`config.mk`:
```
export PLATFORM = sky130hd
export DESIGN_NAME = sha256_message_hasher
export DESIGN_NICKNAME = d
export VERILOG_FILES = /design/src/sv/sha256_pkg.sv /design/src/sv/sha256_core.sv /design/src/sv/sha256_message_hasher.sv
export SDC_FILE = /design/constraint.sdc
export NUM_CORES = 2
export LEC_CHECK = 0
export BUFFER_PORTS_ARGS = -buffer_cell sky130_fd_sc_hd__buf_2
export CAP_MARGIN = 20
export CORE_UTILIZATION = 30
export DETAILED_ROUTE_END_ITERATION = 8
export GPL_TIMING_DRIVEN = 0
export RECOVER_POWER = 25
export REMOVE_ABC_BUFFERS = 1
export SLEW_MARGIN = 25
export SYNTH_ARGS = -nofsm -noshare
export SYNTH_HDL_FRONTEND = slang
export SYNTH_SLANG_ARGS = --single-unit
```
`constraint.sdc`:
```
create_clock -name clk -period 27.7 [get_ports clk]
set_input_delay 5.54 -clock clk [delete_from_list [all_inputs] [get_ports clk]]
set_output_delay 5.54 -clock clk [all_outputs]
set_load 0.03 [all_outputs]
```
`src/sv/sha256_pkg.sv`:
```
// Shared types and constants of the SHA-256 message hasher.
`default_nettype none

package sha256_pkg;

  typedef logic [31:0] word_t;
  typedef logic [7:0][31:0] hash_t;   // element 0 is a (or H0)

  // Control from the sequencer to the round unit.
  typedef struct packed {
    logic  push;       // shift a packed message word into the schedule window
    word_t push_word;
    logic  start;      // load working words from the hash state
    logic  run;        // perform one round
  } core_ctrl_t;

  // Status from the round unit back to the sequencer.
  typedef struct packed {
    logic last_round;  // round 63 is being performed this cycle
  } core_stat_t;

  localparam int unsigned ROUNDS = 64;

  localparam hash_t INIT_H = {
    32'h5be0cd19, 32'h1f83d9ab, 32'h9b05688c, 32'h510e527f,
    32'ha54ff53a, 32'h3c6ef372, 32'hbb67ae85, 32'h6a09e667
  };

  localparam word_t ROUND_K [ROUNDS] = '{
    32'h428a2f98, 32'h71374491, 32'hb5c0fbcf, 32'he9b5dba5,
    32'h3956c25b, 32'h59f111f1, 32'h923f82a4, 32'hab1c5ed5,
    32'hd807aa98, 32'h12835b01, 32'h243185be, 32'h550c7dc3,
    32'h72be5d74, 32'h80deb1fe, 32'h9bdc06a7, 32'hc19bf174,
    32'he49b69c1, 32'hefbe4786, 32'h0fc19dc6, 32'h240ca1cc,
    32'h2de92c6f, 32'h4a7484aa, 32'h5cb0a9dc, 32'h76f988da,
    32'h983e5152, 32'ha831c66d, 32'hb00327c8, 32'hbf597fc7,
    32'hc6e00bf3, 32'hd5a79147, 32'h06ca6351, 32'h14292967,
    32'h27b70a85, 32'h2e1b2138, 32'h4d2c6dfc, 32'h53380d13,
    32'h650a7354, 32'h766a0abb, 32'h81c2c92e, 32'h92722c85,
    32'ha2bfe8a1, 32'ha81a664b, 32'hc24b8b70, 32'hc76c51a3,
    32'hd192e819, 32'hd6990624, 32'hf40e3585, 32'h106aa070,
    32'h19a4c116, 32'h1e376c08, 32'h2748774c, 32'h34b0bcb5,
    32'h391c0cb3, 32'h4ed8aa4a, 32'h5b9cca4f, 32'h682e6ff3,
    32'h748f82ee, 32'h78a5636f, 32'h84c87814, 32'h8cc70208,
    32'h90befffa, 32'ha4506ceb, 32'hbef9a3f7, 32'hc67178f2
  };

endpackage

`default_nettype wire

```
`src/sv/sha256_core.sv`:
```
// SHA-256 round unit: schedule window, working words and one round per cycle while run is set.
`default_nettype none

module sha256_core (
  input  wire                     clk,
  input  wire                     rst,
  input  sha256_pkg::core_ctrl_t  ctrl,
  input  sha256_pkg::hash_t       hash_in,
  output sha256_pkg::hash_t       working,
  output sha256_pkg::core_stat_t  stat
);

  function automatic sha256_pkg::word_t rotr(input sha256_pkg::word_t x, input int unsigned n);
    rotr = (x >> n) | (x << (32 - n));
  endfunction

  // Schedule window: window[i] holds W[t+i] during round t.
  sha256_pkg::word_t window [16];
  sha256_pkg::hash_t v;
  logic [5:0]        rnd;

  sha256_pkg::word_t w_new, ss0, ss1, bs0, bs1, ch, maj, t1, t2;

  always_comb begin
    ss0   = rotr(window[1], 7) ^ rotr(window[1], 18) ^ (window[1] >> 3);
    ss1   = rotr(window[14], 17) ^ rotr(window[14], 19) ^ (window[14] >> 10);
    w_new = window[0] + ss0 + window[9] + ss1;
    bs1   = rotr(v[4], 6) ^ rotr(v[4], 11) ^ rotr(v[4], 25);
    bs0   = rotr(v[0], 2) ^ rotr(v[0], 13) ^ rotr(v[0], 22);
    ch    = (v[4] & v[5]) ^ (~v[4] & v[6]);
    maj   = (v[0] & v[1]) ^ (v[0] & v[2]) ^ (v[1] & v[2]);
    t1    = v[7] + bs1 + ch + sha256_pkg::ROUND_K[rnd] + window[0];
    t2    = bs0 + maj;
  end

  // Advance the window on a loaded word or on every round.
  always_ff @(posedge clk) begin
    if (ctrl.push || ctrl.run) begin
      for (int i = 0; i < 15; i++) begin
        window[i] <= window[i + 1];
      end
      window[15] <= ctrl.push ? ctrl.push_word : w_new;
    end
  end

  always_ff @(posedge clk) begin
    if (ctrl.start) begin
      v <= hash_in;
    end else if (ctrl.run) begin
      v[7] <= v[6];
      v[6] <= v[5];
      v[5] <= v[4];
      v[4] <= v[3] + t1;
      v[3] <= v[2];
      v[2] <= v[1];
      v[1] <= v[0];
      v[0] <= t1 + t2;
    end
  end

  always_ff @(posedge clk) begin
    if (rst) begin
      rnd <= '0;
    end else if (ctrl.run) begin
      rnd <= rnd + 6'd1;
    end
  end

  assign working         = v;
  assign stat.last_round = ctrl.run && (rnd == 6'd63);

endmodule

`default_nettype wire

```
`src/sv/sha256_message_hasher.sv`:
```
// Top level of the SHA-256 message hasher: byte packing, padding, sequencer, digest output.
`default_nettype none

// SHA-256 over a byte stream. Send the message one byte per request on the
// s_axis side (tuser high marks a real byte); the request with tlast closes
// the message, with or without a byte of its own. Bytes are packed big-endian
// into words and shifted into a 16-word schedule window; byte requests are
// taken while the block is idle, but the one that fills a 64-byte block makes
// it busy for 64 rounds in the shared round unit at one round per cycle, then
// for the fold of the working words into the hash. On a closing request the
// block inserts the padding itself, one byte per cycle through the same packer
// (0x80, zeros up to byte 56, then the 64-bit bit count), which takes one
// compression, or two when the padding spills into a second block. The eight
// digest words then leave on the m_axis side, word 0 (most significant) first,
// tlast on word 7; after the last word the hash state and bit count return to
// their initial values. No new request is taken from the closing request until
// the last digest word has been taken.
module sha256_message_hasher (
  input  wire         clk,
  input  wire         rst,
  input  wire         s_axis_tvalid,
  output logic        s_axis_tready,
  input  wire  [7:0]  s_axis_tdata,   // [7:0] data_byte
  input  wire         s_axis_tuser,   // [0] has_byte
  input  wire         s_axis_tlast,   // end_of_message
  output logic        m_axis_tvalid,
  input  wire         m_axis_tready,
  output logic [31:0] m_axis_tdata,   // [31:0] digest_word
  output logic [2:0]  m_axis_tuser,   // [2:0] word_index
  output logic        m_axis_tlast    // last_word
);

  localparam logic [2:0] ST_IDLE   = 3'd0;
  localparam logic [2:0] ST_PAD    = 3'd1;
  localparam logic [2:0] ST_ROUNDS = 3'd2;
  localparam logic [2:0] ST_ADD    = 3'd3;
  localparam logic [2:0] ST_OUT    = 3'd4;

  logic [2:0]  state, state_next;
  sha256_pkg::hash_t hash;
  logic [63:0] bit_length;
  logic [5:0]  pos;          // byte position within the block
  logic [23:0] acc;          // bytes of the word being packed
  logic        finishing;    // closing request in progress
  logic        mark_done;    // 0x80 byte already inserted
  logic        len_phase;    // length bytes being inserted
  logic [2:0]  out_idx;

  sha256_pkg::core_ctrl_t ctrl;
  sha256_pkg::core_stat_t stat;
  sha256_pkg::hash_t      working;

  logic       s_accept, m_accept;
  logic       ins_valid, len_now, word_done, block_done;
  logic [7:0] ins_byte;
  logic [63:0] len_shifted;

  assign s_accept = s_axis_tvalid && s_axis_tready;
  assign m_accept = m_axis_tvalid && m_axis_tready;

  // Pick the byte to pack: a message byte when idle, a padding byte otherwise.
  always_comb begin
    len_now     = mark_done && (len_phase || pos == 6'd56);
    len_shifted = bit_length >> {~pos[2:0], 3'b000};
    ins_valid   = (s_accept && s_axis_tuser) || (state == ST_PAD);
    if (state == ST_PAD) begin
      if (!mark_done) begin
        ins_byte = 8'h80;
      end else if (len_now) begin
        ins_byte = len_shifted[7:0];
      end else begin
        ins_byte = 8'h00;
      end
    end else begin
      ins_byte = s_axis_tdata;
    end
    word_done  = ins_valid && (pos[1:0] == 2'b11);
    block_done = ins_valid && (pos == 6'd63);
  end

  always_comb begin
    ctrl.push      = word_done;
    ctrl.push_word = {acc, ins_byte};
    ctrl.start     = block_done;
    ctrl.run       = (state == ST_ROUNDS);
  end

  sha256_core u_core (
    .clk     (clk),
    .rst     (rst),
    .ctrl    (ctrl),
    .hash_in (hash),
    .working (working),
    .stat    (stat)
  );

  // Sequencer
  always_comb begin
    state_next = state;
    unique case (state)
      ST_IDLE: begin
        if (s_accept) begin
          if (block_done) begin
            state_next = ST_ROUNDS;
          end else if (s_axis_tlast) begin
            state_next = ST_PAD;
          end
        end
      end
      ST_PAD: begin
        if (block_done) begin
          state_next = ST_ROUNDS;
        end
      end
      ST_ROUNDS: begin
        if (stat.last_round) begin
          state_next = ST_ADD;
        end
      end
      ST_ADD: begin
        if (!finishing) begin
          state_next = ST_IDLE;
        end else if (len_phase) begin
          state_next = ST_OUT;
        end else begin
          state_next = ST_PAD;
        end
      end
      ST_OUT: begin
        if (m_accept && out_idx == 3'd7) begin
          state_next = ST_IDLE;
        end
      end
      default: state_next = ST_IDLE;
    endcase
  end

  always_ff @(posedge clk) begin
    if (rst) begin
      state <= ST_IDLE;
    end else begin
      state <= state_next;
    end
  end

  // Byte packer: hold partial bytes until the word completes.
  always_ff @(posedge clk) begin
    if (ins_valid && !word_done) begin
      acc <= {acc[15:0], ins_byte};
    end
  end

  always_ff @(posedge clk) begin
    if (rst) begin
      pos        <= '0;
      bit_length <= '0;
      finishing  <= 1'b0;
      mark_done  <= 1'b0;
      len_phase  <= 1'b0;
      out_idx    <= '0;
      hash       <= sha256_pkg::INIT_H;
    end else begin
      if (ins_valid) begin
        pos <= pos + 6'd1;
      end
      if (s_accept && s_axis_tuser) begin
        bit_length <= bit_length + 64'd8;
      end
      if (s_accept && s_axis_tlast) begin
        finishing <= 1'b1;
      end
      if (state == ST_PAD) begin
        mark_done <= 1'b1;
        len_phase <= len_now;
      end
      if (state == ST_ADD) begin
        for (int i = 0; i < 8; i++) begin
          hash[i] <= hash[i] + working[i];
        end
      end
      if (m_accept) begin
        out_idx <= out_idx + 3'd1;
        // Drop back to a fresh message after the last digest word.
        if (out_idx == 3'd7) begin
          hash       <= sha256_pkg::INIT_H;
          bit_length <= '0;
          finishing  <= 1'b0;
          mark_done  <= 1'b0;
          len_phase  <= 1'b0;
        end
      end
    end
  end

  assign s_axis_tready = (state == ST_IDLE);
  assign m_axis_tvalid = (state == ST_OUT);
  assign m_axis_tdata  = hash[out_idx];
  assign m_axis_tuser  = out_idx;
  assign m_axis_tlast  = (out_idx == 3'd7);

  // The round unit is never fed a word and a round in the same cycle.
  a_push_run_excl: assert property (@(posedge clk) disable iff (rst)
    !(ctrl.push && ctrl.run))
    else $error("schedule push during a round");

  // The last round is always followed by the hash update.
  a_rounds_to_add: assert property (@(posedge clk) disable iff (rst)
    stat.last_round |=> state == ST_ADD)
    else $error("no hash update after round 63");

  // The digest goes out only on a block boundary with the length inserted.
  a_out_aligned: assert property (@(posedge clk) disable iff (rst)
    state == ST_OUT |-> (pos == 6'd0) && len_phase && finishing)
    else $error("digest output before padding completed");

  // Input and output sides are never open together.
  a_one_side: assert property (@(posedge clk) disable iff (rst)
    !(s_axis_tready && m_axis_tvalid))
    else $error("input ready while digest pending");

  // After the final digest word the bit count starts over.
  a_len_cleared: assert property (@(posedge clk) disable iff (rst)
    (m_accept && out_idx == 3'd7) |=> bit_length == 64'd0 && state == ST_IDLE)
    else $error("state not cleared after digest");

endmodule

`default_nettype wire
```
* After elaboration in Yosys (flattened, before gate mapping)
Memories as Yosys holds them, arrays and structs flattened. Cells that the tools add are included.
Word-level totals: register bits 621, bits in latches 0, RAM bits 512, memory bits (read-only) 2048, input port bits 14, output and inout port bits 38, word-level logic and storage cells 148, memories kept 2
Memories:
- (name not given) | words 64, bits a word 32, rd ports 1, clocked after memory_dff 0, write ports 0, RTL line sha256_core.sv:32 | t1 = v[7] + bs1 + ch + sha256_pkg::ROUND_K[rnd] + window[0];
- u_core.window | words 16, bits a word 32, rd ports 16, clocked after memory_dff 0, write ports 16, RTL line sha256_core.sv:18 | sha256_pkg::word_t window [16];
Cells by class: add/subtract/negate cells 22, $mul 0, div/mod/pow operators 0, order comparisons 2, eq/ne operators 14, shift-type cells 1, mux-type cells 36, bitwise operators 29, reduce and logical (&&, ||, !) cells 17
Operator list (count):
- two-way mux 256 bit | 5
- adder 32 bit | 18
- bitwise XOR 32 bit | 9
- two-way mux 64 bit | 3
- AND 32 bit | 5
- two-way mux 32 bit | 4
- binary-select mux 32 bit (select 3 bit) | 1
- adder 64 x 4 -> 64 bit (second input constant) | 1
- right shift 64 x 6 -> 8 bit | 1
- inverter 32 bit | 1
- bitwise OR 10 x 32 -> 32 bit | 1
- bitwise OR 13 x 32 -> 32 bit | 1
- bitwise OR 14 x 32 -> 32 bit | 1
- bitwise OR 15 x 32 -> 32 bit | 1
- bitwise OR 19 x 32 -> 32 bit | 1
- bitwise OR 21 x 32 -> 32 bit | 1
- bitwise OR 25 x 32 -> 32 bit | 1
- bitwise OR 26 x 32 -> 32 bit | 1
- bitwise OR 30 x 32 -> 32 bit | 1
- bitwise OR 7 x 32 -> 32 bit | 1
- bitwise XOR 32 x 22 -> 32 bit | 1
- bitwise XOR 32 x 29 -> 32 bit | 1
- two-way mux 3 bit | 8
- two-way mux 8 bit | 3
- other kinds (22) | 50

* Logic depth before layout (Yosys ltp)
depth after elaboration 10, gate-level depth with buffers 42, mapped depth without buffers 41

* Hierarchy
Synthesis repeated with hierarchy kept, for this count alone.
Unflattened totals: cells, all modules 6508, area total of the unflattened synthesis 70114.7 sq um
By module, submodules not included:
- sha256_core | instances 1, cells each 3278, area each 43005.0 sq um, sequential area each 23182.2 sq um
- sha256_message_hasher | instances 1, cells each 3230, area each 27109.8 sq um, sequential area each 7367.1 sq um

* Least setup slack after synthesis
No wires, ideal clock.
path type input-to-reg, start point input s_axis_tuser, end point memory u_core.window[0][0] (netlist bit) (enable), setup time 3.678 ns, data arrival time 14.889 ns, data required time 24.022 ns, path slack 9.133 ns, cell stages on the path 7, buffers on the path 3, path through and3_4 buf_8 nand2b_1 clkbuf_1 nand2_1 clkbuf_1 nand2_1
RTL lines:
- from (decl) | RTL line sha256_message_hasher.sv:24 | input wire s_axis_tuser,
- to (decl) | RTL line sha256_core.sv:18

* Final worst setup path
start point register u_core.rnd[1], end point register u_core.v, in the netlist u_core.working[30], data pin
Between the ends: cells in the longest elaborated chain, start to end 9
Ends and longest elaborated chain:
- from (decl) | RTL line sha256_core.sv:20 | logic [5:0] rnd;
- from (signal assigned) | RTL line sha256_core.sv:65 | rnd <= rnd + 6'd1;
- inverter 6 -> 7 bit (implied by the code) | RTL line sha256_core.sv:32
- memory read (64 x 32 bit)
- two-way mux 32 bit (implied by the code) (2 in series) | RTL line sha256_core.sv:32
- adder 32 bit (2 in series) | RTL line sha256_core.sv:32
- adder 32 bit | RTL line sha256_core.sv:57 | v[0] <= t1 + t2;
- two-way mux 256 bit | RTL line sha256_core.sv:49 | end else if (ctrl.run) begin
- two-way mux 256 bit | RTL line sha256_core.sv:47 | if (ctrl.start) begin
- to (signal assigned) | RTL line sha256_core.sv:48 | v <= hash_in;
- to (decl) | RTL line sha256_core.sv:19 | sha256_pkg::hash_t v;
No other way between the ends. The select of a mux whose other input is x is not followed. A chain may end at the register's enable or synchronous reset.

==> results_dict.tcl <==
set metrics [dict create \
    hold_depth 0 \
    r2r_cells 38 \
    final_util_pct 33.8 \
    htree_levels 3 \
    cp-start-kind "register" \
    synthFlopType "edfxtp_1" \
    yosysWarnings 0 \
    num_vias 51824 \
    p_sw_uw 826 \
    p_int_uw 2780 \
    finalCriticalPeriod_ns 12.40 \
    grt_pass1_vias 49128 \
    ys_seq_elements 1130 \
    synth-seq-area-share_pct 44.0 \
    start_util_pct 30.2 \
    clockPowerShare_pct 45.6 \
    fp.dieW_um 483 \
    cts_sinks 1130 \
    wl_um 210000 \
    die_y_um 483 \
    synth_area_um2 69400 \
    fmax_ghz 0.0807 \
    critPathArrivalTime_ns 12.91 \
    fin_worst_skew_ns 0.0513 \
    grtUsageTotal_pct 17.7 \
    post_cts_resize_count 0 \
    drtIter0Drc 4978 \
    maxCapViolations 0 \
    die-area_um2 233000 \
    hold_slack_ns 0.390 \
    crit_path_top_delay_cell "ha_1" \
    avgRoutedWirePerCell_um 21.2 \
    multi_input_area_um2 36300 \
    grt-ovfl-total 0 \
    clockBufferDepth 3 \
    combPwrFrac_pct 3.9 \
    grt_first_pass_wirelength_um 314000 \
    crit_required_ns 28.21 \
    hpwl_um 159000 \
    route.antenna.remaining_nets 0 \
    maxSlewHeadroom_pct 27.8 \
    io_buffers 51 \
    sequentialPowerShare_pct 50.4 \
    cts_tree "done" \
    rsz0062_at_grt "no" \
    r2r-end "u_core.working[30]" \
    hold_end "u_core.window[1][91]" \
    ir_drop_uv 54.2 \
    r2r_slack_ns 15.30 \
    cts-root-buf "clkbuf_16" \
    num_io_pins 52 \
    setup_tns_ns 0 \
    fill_cells 23034 \
    setup_viol 0 \
    status "complete, no violations" \
    avgViaCountPerCell 5.23 \
    power_leakage_uw 0.0296 \
    drive_gt1_share_pct 7.45 \
    max_stage_delay_ns 1.27 \
    crit_fanout 24 \
    hold_viol 0 \
    swShare_pct 22.9 \
    p_per_area_nw_per_um2 46.4 \
    postCtsSetupRepairBufs 0 \
    holdBufCountCts 0 \
    hold_class "register to register" \
    antenna_found_initial 8 \
    synth_edf_count 792 \
    min_from "u_core.window[1][123]" \
    slew_viol_final 0 \
    numCtsBuffers 119 \
    placed_area_um2 73800 \
    worst_pin_slew_ns 1.08 \
    core-area_um2 230000 \
    place_congestion 0.931 \
    timing.rr.start "u_core.rnd[1]" \
    grt_start_max_net_pins 75 \
    nNetsFinal 7386 \
    final_cell_area_um2 77800 \
    async_flop_share_pct 0 \
    rows 176 \
    seqCellArea_um2 30600 \
    stdcell_count 9917 \
    drcViolationCount 0 \
    clkTransAtPathRegs_ns 0.07 \
    drt_first_pass_iters 6 \
    netlist_instances 6861 \
    syn_to_final_growth_pct 12.1 \
    clk_latency_ns 0.79 \
    placed_cells 9686 \
    finalCritPeriodShare_pct 44.8 \
    end_kind "register" \
    critical_path_class "register to register" \
    avgSynthCellArea_um2 10.1 \
    synth.distinct_cells 97 \
]
[power groups by stage]
stage	registers, µW	logic (µW)	clock network (µW)
CTS	1820	140	1690
detailed placement	1860	139	0
finish	1820	142	1650
floorplan	1860	89.4	0
global route	1820	155	1750
global placement	1870	130	0
[worst max-delay path by stage]
stage	depth (start not counted)	start	end	slack (ns)
final	38	u_core.rnd[1]	u_core.working[30]	15.30
after global routing	34	u_core.rnd[1]	u_core.working[31]	15.06
after CTS	35	u_core.rnd[1]	u_core.working[30]	15.60
after detailed placement	35	u_core.rnd[1]	u_core.working[30]	15.65
after global placement	6	s_axis_tvalid	u_core.working[36]	-11.72
after floorplan	5	s_axis_tuser	u_core.working[0]	6.40
[routing by layer]
layer  vias to the layer above  part of all wire [%]  GRT usage, %  wire [µm]
met5                         -                0.0062             0         13
met4                         2                   3.6          6.30       7510
met3                       317                   6.4          2.41      13500
met2                      1809                    46          28.1      95900
met1                     25435                    44          24.6      93600
li1                      24261                     -             -          -
[layout by cell type (no fill, tap or decap), types with 16 or more instances in the layout]
cell type / count
mux4_2: 82
a211o_1: 23
nand2_1: 1165
o31ai_1: 29
nand4_1: 38
inv_1: 340
mux2_2: 44
buf_12: 24
mux2i_1: 38
buf_6: 18
buf_2: 51
clkbuf_16: 120
or3_1: 51
nor2b_1: 46
and2_1: 16
a31oi_1: 42
dfxtp_1: 328
ha_1: 396
nor3_1: 66
a21oi_1: 516
edfxtp_1: 792
buf_16: 27
o311ai_0: 17
a21o_1: 198
nor2_1: 340
xnor2_1: 391
and3_1: 51
o21ai_0: 391
xor2_1: 218
clkinv_2: 22
nand2b_1: 66
o21a_1: 62
o21bai_1: 33
o211ai_1: 98
a211oi_1: 71
clkbuf_1: 30
fa_1: 195
nand3_1: 101
[registers in the layout (all words and copies together), names as in the netlist]
signal	flops
acc	24
len_phase	1
u_core.window	512
hash	256
u_core.rnd	6
u_core.working	256
m_axis_tuser	3
mark_done	1
pos	6
finishing	1
state	3
bit_length	61
[critical path: cells and delay by family, from the launching register on]
kind            cells  cell delay (ns)
buf+inv             6             1.08
compound gates     15             3.61
simple gates        7             2.25
xor+xnor            2             0.55
fa+ha+maj           8             3.88
flops               1             0.73
[cell families (layout without fill, tap and decap cells)]
| logic type | count (synthesis) | in the layout | share of synthesized area (%) |
|---|---|---|---|
| AND/OR/NAND/NOR | 2031 | 2031 | 12.8 |
| adder cells (fa/ha/maj) | 593 | 593 | 12.8 |
| XOR/XNOR | 609 | 609 | 7.69 |
| multiplexers | 164 | 164 | 3.92 |
| AO/OA/AOI/OAI | 1658 | 1658 | 15.0 |
| other | 0 | 6 | 0 |
| buffers and inverters | 676 | 700 | 3.74 |
| flip-flops | 1130 | 1130 | 44.0 |
[metrics by stage]
stage	total power [µW]	worst slack [ns]
floorplan	1950	6.40
global placement	2000	-11.72
detailed placement	2000	15.65
CTS	3650	15.60
global route	3720	15.06
finish	3610	15.30
[cells in the mapped netlist, types with 44 or more instances]
library cell	instances	area share, %
o21a_1	62	0.67
xor2_1	218	2.8
ha_1	396	7.1
o21ai_0	395	2.8
clkbuf_1	271	1.5
nor2b_1	47	0.42
nor3_1	66	0.48
inv_1	342	1.9
nor2_1	341	1.8
xnor2_1	391	4.9
mux4_2	82	2.7
or3_1	51	0.46
o211ai_1	98	1.1
a21oi_1	516	3.7
nand2b_1	66	0.60
and3_1	52	0.47
a211oi_1	71	0.77
a21o_1	198	2.1
nand3_1	102	0.74
nand2_1	1168	6.3
mux2_2	44	0.71
edfxtp_1	792	34
fa_1	195	5.6
dfxtp_1	338	9.8
[layout make-up]
type / instances / area share (%)
clock inverters: 71 / 1.07
multi-input cells: 5055 / 46.7
repair buffers: 128 / 2.32
diodes: 6 / 0.0193
inverters: 347 / 1.67
flip-flops and latches: 1130 / 39.3
clock buffers: 154 / 4.08
well taps: 3026 / 4.87
Note: power is estimated with default switching activity, not from simulation.
